--- src/rtl/mfd_pkg.sv ---
// ----------------------------------------------------------------------------
// mfd_pkg
// Shared types and constants for the marker frame deframer: the marker
// byte, header layout and the result entry carried from front to back.
// ----------------------------------------------------------------------------
package mfd_pkg;

	// Marker: three '#' bytes in a row
	localparam logic [7:0] MARKER_BYTE = 8'h23;
	localparam logic [1:0] MARKER_LAST = 2'd2;

	// Header byte positions (length, address low/high, type low/high)
	localparam logic [2:0] HDR_LEN     = 3'd0;
	localparam logic [2:0] HDR_ADDR_LO = 3'd1;
	localparam logic [2:0] HDR_ADDR_HI = 3'd2;
	localparam logic [2:0] HDR_TYPE_LO = 3'd3;
	localparam logic [2:0] HDR_TYPE_HI = 3'd4;

	// One result beat as it travels through the queue
	typedef struct packed {
		logic [15:0] msg_type;
		logic [15:0] dest_address;
		logic [7:0]  payload_length;
		logic [7:0]  payload_byte;
		logic        byte_valid;
		logic        last;
	} mfd_entry_t;

	// Queue occupancy seen by both sides
	typedef struct packed {
		logic full;
		logic empty;
	} mfd_qstat_t;

endpackage

--- src/rtl/mfd_front.sv ---
// ----------------------------------------------------------------------------
// mfd_front
// Accepts received bytes, hunts for the marker, collects the header and
// turns payload bytes (or an empty message) into result entries.
// ----------------------------------------------------------------------------
module mfd_front (
	input  logic               clk,
	input  logic               arst_n,
	input  logic               rx_valid,
	output logic               rx_stall,
	input  logic [7:0]         rx_byte,
	input  mfd_pkg::mfd_qstat_t qstat,
	output logic               push,
	output mfd_pkg::mfd_entry_t push_entry
);
	import mfd_pkg::*;

	typedef enum logic [1:0] {
		PH_HUNT,
		PH_HEADER,
		PH_PAYLOAD
	} phase_t;

	phase_t      phase_q, phase_d;
	logic [1:0]  marker_count_q, marker_count_d;
	logic [2:0]  header_index_q, header_index_d;
	logic [7:0]  held_length_q, held_length_d;
	logic [15:0] held_address_q, held_address_d;
	logic [15:0] held_type_q, held_type_d;
	logic [7:0]  remaining_q, remaining_d;
	logic        accept;
	logic        is_last;

	// Hold off the link while the queue has no room
	assign rx_stall = qstat.full;
	assign accept   = rx_valid && !rx_stall;
	assign is_last  = (remaining_q <= 8'd1);

	// Classify the byte and work out the next state
	always_comb begin
		phase_d        = phase_q;
		marker_count_d = marker_count_q;
		header_index_d = header_index_q;
		held_length_d  = held_length_q;
		held_address_d = held_address_q;
		held_type_d    = held_type_q;
		remaining_d    = remaining_q;
		push           = 1'b0;
		push_entry     = '0;
		if (accept) begin
			case (phase_q)
				PH_HEADER: begin
					case (header_index_q)
						HDR_LEN:     held_length_d = rx_byte;
						HDR_ADDR_LO: held_address_d = {held_address_q[15:8], rx_byte};
						HDR_ADDR_HI: held_address_d = {rx_byte, held_address_q[7:0]};
						HDR_TYPE_LO: held_type_d = {held_type_q[15:8], rx_byte};
						default:     held_type_d = {rx_byte, held_type_q[7:0]};
					endcase
					if (header_index_q >= HDR_TYPE_HI) begin
						header_index_d = '0;
						if (held_length_d == 8'd0) begin
							// Empty message: one beat with no data
							phase_d                   = PH_HUNT;
							remaining_d               = '0;
							push                      = 1'b1;
							push_entry.msg_type       = held_type_d;
							push_entry.dest_address   = held_address_d;
							push_entry.payload_length = held_length_d;
							push_entry.payload_byte   = '0;
							push_entry.byte_valid     = 1'b0;
							push_entry.last           = 1'b1;
						end else begin
							phase_d     = PH_PAYLOAD;
							remaining_d = held_length_d;
						end
					end else begin
						header_index_d = header_index_q + 3'd1;
					end
				end
				PH_PAYLOAD: begin
					push                      = 1'b1;
					push_entry.msg_type       = held_type_q;
					push_entry.dest_address   = held_address_q;
					push_entry.payload_length = held_length_q;
					push_entry.payload_byte   = rx_byte;
					push_entry.byte_valid     = 1'b1;
					push_entry.last           = is_last;
					if (is_last) begin
						remaining_d = '0;
						phase_d     = PH_HUNT;
					end else begin
						remaining_d = remaining_q - 8'd1;
					end
				end
				default: begin
					// Hunt: count consecutive marker bytes
					phase_d = PH_HUNT;
					if (rx_byte == MARKER_BYTE) begin
						if (marker_count_q == MARKER_LAST) begin
							marker_count_d = '0;
							header_index_d = '0;
							phase_d        = PH_HEADER;
						end else begin
							marker_count_d = marker_count_q + 2'd1;
						end
					end else begin
						marker_count_d = '0;
					end
				end
			endcase
		end
	end

	// Hold the deframing state
	always_ff @(posedge clk or negedge arst_n) begin
		if (!arst_n) begin
			phase_q        <= PH_HUNT;
			marker_count_q <= '0;
			header_index_q <= '0;
			held_length_q  <= '0;
			held_address_q <= '0;
			held_type_q    <= '0;
			remaining_q    <= '0;
		end else begin
			phase_q        <= phase_d;
			marker_count_q <= marker_count_d;
			header_index_q <= header_index_d;
			held_length_q  <= held_length_d;
			held_address_q <= held_address_d;
			held_type_q    <= held_type_d;
			remaining_q    <= remaining_d;
		end
	end

	a_index_range: assert property (@(posedge clk) disable iff (!arst_n)
		header_index_q <= HDR_TYPE_HI)
		else $error("header index beyond last header byte");

	a_push_phase: assert property (@(posedge clk) disable iff (!arst_n)
		push |-> (phase_q == PH_HEADER || phase_q == PH_PAYLOAD))
		else $error("result pushed while hunting for marker");

	a_payload_nonzero: assert property (@(posedge clk) disable iff (!arst_n)
		(phase_q == PH_PAYLOAD) |-> (remaining_q != 8'd0))
		else $error("payload phase with nothing remaining");

endmodule

--- src/rtl/mfd_queue.sv ---
// ----------------------------------------------------------------------------
// mfd_queue
// Short register queue between the front and back parts, so that each
// side stalls on its own.
// ----------------------------------------------------------------------------
module mfd_queue #(
	parameter int DEPTH = 4
) (
	input  logic                clk,
	input  logic                arst_n,
	input  logic                push,
	input  mfd_pkg::mfd_entry_t push_entry,
	input  logic                pop,
	output mfd_pkg::mfd_entry_t head,
	output mfd_pkg::mfd_qstat_t qstat
);
	import mfd_pkg::*;

	localparam int PTR_W = (DEPTH > 1) ? $clog2(DEPTH) : 1;
	localparam int CNT_W = $clog2(DEPTH + 1);

	mfd_entry_t       slot_q [DEPTH];
	logic [PTR_W-1:0] wr_ptr_q, rd_ptr_q;
	logic [CNT_W-1:0] count_q;

	assign qstat.full  = (count_q == CNT_W'(DEPTH));
	assign qstat.empty = (count_q == '0);
	assign head        = slot_q[rd_ptr_q];

	// Store pushed entries
	always_ff @(posedge clk) begin
		if (push) begin
			slot_q[wr_ptr_q] <= push_entry;
		end
	end

	// Advance pointers and occupancy
	always_ff @(posedge clk or negedge arst_n) begin
		if (!arst_n) begin
			wr_ptr_q <= '0;
			rd_ptr_q <= '0;
			count_q  <= '0;
		end else begin
			if (push) begin
				wr_ptr_q <= (wr_ptr_q == PTR_W'(DEPTH - 1)) ? '0 : wr_ptr_q + 1'b1;
			end
			if (pop) begin
				rd_ptr_q <= (rd_ptr_q == PTR_W'(DEPTH - 1)) ? '0 : rd_ptr_q + 1'b1;
			end
			case ({push, pop})
				2'b10:   count_q <= count_q + 1'b1;
				2'b01:   count_q <= count_q - 1'b1;
				default: count_q <= count_q;
			endcase
		end
	end

	a_no_overflow: assert property (@(posedge clk) disable iff (!arst_n)
		push |-> !qstat.full)
		else $error("push into full queue");

	a_no_underflow: assert property (@(posedge clk) disable iff (!arst_n)
		pop |-> !qstat.empty)
		else $error("pop from empty queue");

	a_ptr_match: assert property (@(posedge clk) disable iff (!arst_n)
		qstat.empty |-> (wr_ptr_q == rd_ptr_q))
		else $error("pointers differ while queue empty");

endmodule

--- src/rtl/mfd_back.sv ---
// ----------------------------------------------------------------------------
// mfd_back
// Output register: takes entries from the queue head and presents them
// as result beats, refilling in the cycle the current beat is taken.
// ----------------------------------------------------------------------------
module mfd_back (
	input  logic                clk,
	input  logic                arst_n,
	input  mfd_pkg::mfd_qstat_t qstat,
	input  mfd_pkg::mfd_entry_t head,
	output logic                pop,
	output logic                res_valid,
	input  logic                res_stall,
	output mfd_pkg::mfd_entry_t res_entry
);
	import mfd_pkg::*;

	logic       out_valid_q;
	mfd_entry_t out_entry_q;

	// Refill when the register is empty or its beat leaves now
	assign pop       = !qstat.empty && (!out_valid_q || !res_stall);
	assign res_valid = out_valid_q;
	assign res_entry = out_entry_q;

	always_ff @(posedge clk or negedge arst_n) begin
		if (!arst_n) begin
			out_valid_q <= 1'b0;
		end else if (pop) begin
			out_valid_q <= 1'b1;
		end else if (!res_stall) begin
			out_valid_q <= 1'b0;
		end
	end

	// Load payload without reset
	always_ff @(posedge clk) begin
		if (pop) begin
			out_entry_q <= head;
		end
	end

endmodule

--- src/rtl/marker_frame_deframer.sv ---
// ----------------------------------------------------------------------------
// marker_frame_deframer
// Byte-stream deframer: finds a '###' marker, reads a five-byte header
// (length, address, type) and emits each payload byte tagged with it.
// ----------------------------------------------------------------------------
//  channel | handshake            | payload
//  --------+----------------------+------------------------------------------
//  rx      | rx_valid / rx_stall  | rx_byte
//  res     | res_valid / res_stall| msg_type, dest_address, payload_length,
//          |                      | payload_byte, byte_valid, last
//
// One byte is accepted per cycle while rx_stall is low; each result is
// written into the queue, then loaded into the output register.
// rx_stall rises only while the queue is full, which needs res_stall
// held for QUEUE_DEPTH + 1 result beats.
// Reset returns the front to the marker hunt and empties queue and output.
// ----------------------------------------------------------------------------
module marker_frame_deframer #(
	parameter int QUEUE_DEPTH = 4
) (
	input  logic        clk,
	input  logic        arst_n,
	input  logic        rx_valid,
	output logic        rx_stall,
	input  logic [7:0]  rx_byte,
	output logic        res_valid,
	input  logic        res_stall,
	output logic [15:0] msg_type,
	output logic [15:0] dest_address,
	output logic [7:0]  payload_length,
	output logic [7:0]  payload_byte,
	output logic        byte_valid,
	output logic        last
);
	import mfd_pkg::*;

	mfd_qstat_t qstat;
	mfd_entry_t push_entry;
	mfd_entry_t head;
	mfd_entry_t res_entry;
	logic       push;
	logic       pop;

	mfd_front u_front (
		.clk        (clk),
		.arst_n     (arst_n),
		.rx_valid   (rx_valid),
		.rx_stall   (rx_stall),
		.rx_byte    (rx_byte),
		.qstat      (qstat),
		.push       (push),
		.push_entry (push_entry)
	);

	mfd_queue #(
		.DEPTH (QUEUE_DEPTH)
	) u_queue (
		.clk        (clk),
		.arst_n     (arst_n),
		.push       (push),
		.push_entry (push_entry),
		.pop        (pop),
		.head       (head),
		.qstat      (qstat)
	);

	mfd_back u_back (
		.clk       (clk),
		.arst_n    (arst_n),
		.qstat     (qstat),
		.head      (head),
		.pop       (pop),
		.res_valid (res_valid),
		.res_stall (res_stall),
		.res_entry (res_entry)
	);

	// Unpack the result beat onto its ports
	assign msg_type       = res_entry.msg_type;
	assign dest_address   = res_entry.dest_address;
	assign payload_length = res_entry.payload_length;
	assign payload_byte   = res_entry.payload_byte;
	assign byte_valid     = res_entry.byte_valid;
	assign last           = res_entry.last;

endmodule
--- config.mk ---
export PLATFORM = sky130hd
export DESIGN_NAME = marker_frame_deframer
export DESIGN_NICKNAME = d
export VERILOG_FILES = /design/src/rtl/mfd_pkg.sv /design/src/rtl/mfd_front.sv /design/src/rtl/mfd_queue.sv /design/src/rtl/mfd_back.sv /design/src/rtl/marker_frame_deframer.sv
export SDC_FILE = /design/constraint.sdc
export NUM_CORES = 1
export LEC_CHECK = 0
export ABC_AREA = 1
export BUFFER_PORTS_ARGS = -buffer_cell sky130_fd_sc_hd__buf_2
export CORE_ASPECT_RATIO = 1.2
export CORE_MARGIN = 2
export CORE_UTILIZATION = 35
export CTS_BUF_LIST = sky130_fd_sc_hd__clkbuf_8
export CTS_CLUSTER_DIAMETER = 50
export DETAILED_ROUTE_END_ITERATION = 10
export HOLD_SLACK_MARGIN = 0.05
export PLACE_DENSITY_LB_ADDON = 0.25
export RECOVER_POWER = 50
export SETUP_SLACK_MARGIN = 0.15
export SLEW_MARGIN = 30
export SYNTH_ARGS = -nofsm -noshare
export SYNTH_HDL_FRONTEND = slang
export SYNTH_SLANG_ARGS = --single-unit
--- constraint.sdc ---
create_clock -name clk -period 4.6 [get_ports clk]
set_input_delay 0.23 -clock clk [delete_from_list [all_inputs] [get_ports clk]]
set_output_delay 0.23 -clock clk [all_outputs]
set_load 0.02 [all_outputs]
==> out/metrics.yaml <==
p_per_area_mw_per_mm2: 359
drt_iter0_drc: 714
dr.pass1.iters: 5
clk_root_buffer_cell: "clkbuf_8"
cap_violations: 3
start_util_pct: 35.6
seq_area_frac_synth_pct: 69.2
globalplace.congestion: 0.816
grt_overflow: 0
r2r-end: "u_back.res_entry[31]"
wl_um: 31400
synth.largest_area_cell: "edfxtp_1"
placedCellCount: 1642
track_usage_pct: 16.4
drtAntennaViolNets: 0
synth_warnings: 0
drive_gt1_share_pct: 9.01
cp-startpoint: "u_queue.rd_ptr_q[0]"
numCtsBuffers: 50
slew_headroom_pct: -93.0
grt_max_degree: 60
synth_area_per_cell_sq_um: 11.4
worstPathArrival_ps: 3930
h-tree-depth: 2
ff2ff_path_depth: 4
dp_hpwl_um: 19800
wl_per_cell_um: 18.1
synthDistinctLibCells: 34
die_area_sq_mm: 0.0391
n_fill_cell: 3570
area_growth_pct: 13.0
min_period_over_period_pct: 79.5
grt_pass1_vias: 8737
timing_worst_setup_path_type: "register to register"
skew_ps: 21.6
rsz0062_at_grt: "false"
hp-class: "primary input to register"
finalSetupTns_ps: 0
worst-r2r-setup-slack_ps: 940
nets: 1258
status: "finished, violations left"
clkTransAtPathRegs_ps: 60
end_kind: "register"
wl_met2_um: 15200
highest_layer: "met4"
hold_viol: 0
fmax_ghz: 0.273
p_leak_nw: 5.63
syn_nets: 1176
antenna_found_initial: 1
r2r_start: "u_queue.rd_ptr_q[0]"
syn-cell-area_sq_mm: 0.0131
drc_errors: 0
synth_top_area_share_pct: 57.2
port_buffers: 63
postCtsSetupBuffers: 0
drt-met1-wl_um: 13800
final_max_slew_viol_count: 121
ys_top_cells_by_area: "edfxtp_1 (57%), dfrtp_1 (12%), nand2_1 (5.6%)"
insertion_delay_ps: 590
stdcell_count: 1740
dieWidth_um: 181
ios: 64
critPathLaunchType: "register"
critPathRequiredTime_ps: 4870
final_area_sq_mm: 0.0148
wl_met3_um: 1720
cts.sinks: 313
cp_max_fo: 45
viasPerCell: 4.99
setup-violations-final: 0
ir_drop_mv: 0.188
violations: "capacitance limit, slew limit"
grt_pass1_wl_um: 50200
cts_tree: "built"
via_count: 8677
cp-endpoint: "u_back.res_entry[31]"
syn_inst: 1148
rows: 77
finalCriticalPeriod_ps: 3660
placed_area_sq_mm: 0.0139
die_y_um: 216
cts_buffer_depth: 3
worst_slew_pin_slew_ps: 2900
ys_seq_elements: 313
coreArea_sq_mm: 0.0369
## metal layers
metal	vias up	GRT usage [%]
met2	220	27.0
met4	0	5.22
met1	4194	22.0
met5	-	0
met3	57	2.96
li1	4206	-
## worst min-delay path by stage
stage	from	end	slack, ps	cells past startpoint
finish	rx_valid	u_front.marker_count_q[0]	210	4
global route	rx_valid	u_front.marker_count_q[1]	250	4
CTS	rx_valid	u_front.marker_count_q[0]	240	4
detailed placement	arst_n	u_back.res_valid	350	1
global placement	arst_n	u_back.res_valid	340	1
floorplan	arst_n	u_back.res_valid	-70	0
## critical path, cell delays in order, from the launching register on
cell and delay (ps):
dfrtp_1 1250, inv_1 1020, clkbuf_2 600, o21ai_0 280, o22ai_1 180
## Yosys cell counts (all sizes together)
cell type and number:
edfxtp 250, nand2 212, o21ai 140, nor2 139
inv 77, o22ai 68, dfrtp 63, clkbuf 46
a21oi 43, nand4 36, nand3 19, buf 16
ha 15, nor3 10, xnor2 3, xor2 3
nor4 2, a22oi 1, clkinv 1, fa 1
o21bai 1, o31ai 1, or2 1
## per-stage QoR
| step | setup slack [ps] | hold slack [ps] | utilization [%] | total power [W] |
|---|---|---|---|---|
| after floorplan | 1300 | -65.6 | - | 0.00311 |
| after global placement | 1400 | 344 | 37.7 | 0.00314 |
| after detailed placement | 1320 | 350 | 37.7 | 0.00314 |
| after CTS | 1280 | 245 | 40.5 | 0.00540 |
| after global routing | 577 | 254 | 40.2 | 0.00552 |
| final | 942 | 210 | 40.2 | 0.00532 |
## cells by family after synthesis
logic type	synth area share, %
adder cells (fa/ha/maj)	1.58
AO/OA/AOI/OAI	10.4
buffers and inverters	4.50
AND/OR/NAND/NOR	13.9
XOR/XNOR	0.400
flip-flops	69.2
## sequential cells by signal, indices dropped and copies added, names as in the netlist, 2 cells and up
register / flops
u_back.res_entry: 50
u_queue.slot_q: 200
u_front.held_length_q: 8
u_front.marker_count_q: 2
u_front.held_type_q: 16
u_front.header_index_q: 3
u_front.phase_q: 2
u_front.remaining_q: 8
u_queue.count_q: 3
u_queue.rd_ptr_q: 2
u_queue.wr_ptr_q: 2
u_front.held_address_q: 16
## placed cells by master, fill, tap and decap left out, drive strengths merged, types with 3 or more instances in the layout
master | netlist | layout
edfxtp | 250 | 250
nand2 | 212 | 212
o21ai | 140 | 140
inv | 77 | 98
dlygate4sd3 | 0 | 10
o22ai | 68 | 68
xor2 | 3 | 3
nand4 | 36 | 36
ha | 15 | 15
clkbuf | 46 | 111
nor2 | 139 | 139
buf | 16 | 24
xnor2 | 3 | 3
dfrtp | 63 | 63
clkinv | 1 | 10
nand3 | 19 | 19
nor3 | 10 | 10
a21oi | 43 | 43
## power breakdown
part           internal [W]  leakage [nW]  switching (W)
registers           0.00302          3.21    0.000000304
clock network       0.00117         0.545        0.00107
logic             0.0000158          1.87      0.0000453
total               0.00421          5.63        0.00112
## repair_timing
item,in CTS,in global routing
resized for setup,0,0
hold endpoints to repair,44,0
hold buffers,10,0
## area by class of cell
cell class,instances,area [sq um],area share (%)
Multi-Input combinational cell,695,3470,23.4
Inverter,78,293,1.97
Clock inverter,34,193,1.30
Tap cell,474,593,4.00
Clock buffer,53,729,4.92
Sequential cell,313,9080,61.2
Antenna cell,1,2.50,0.0169
Timing Repair Buffer,92,475,3.20
(Power assumes the default switching activity.)
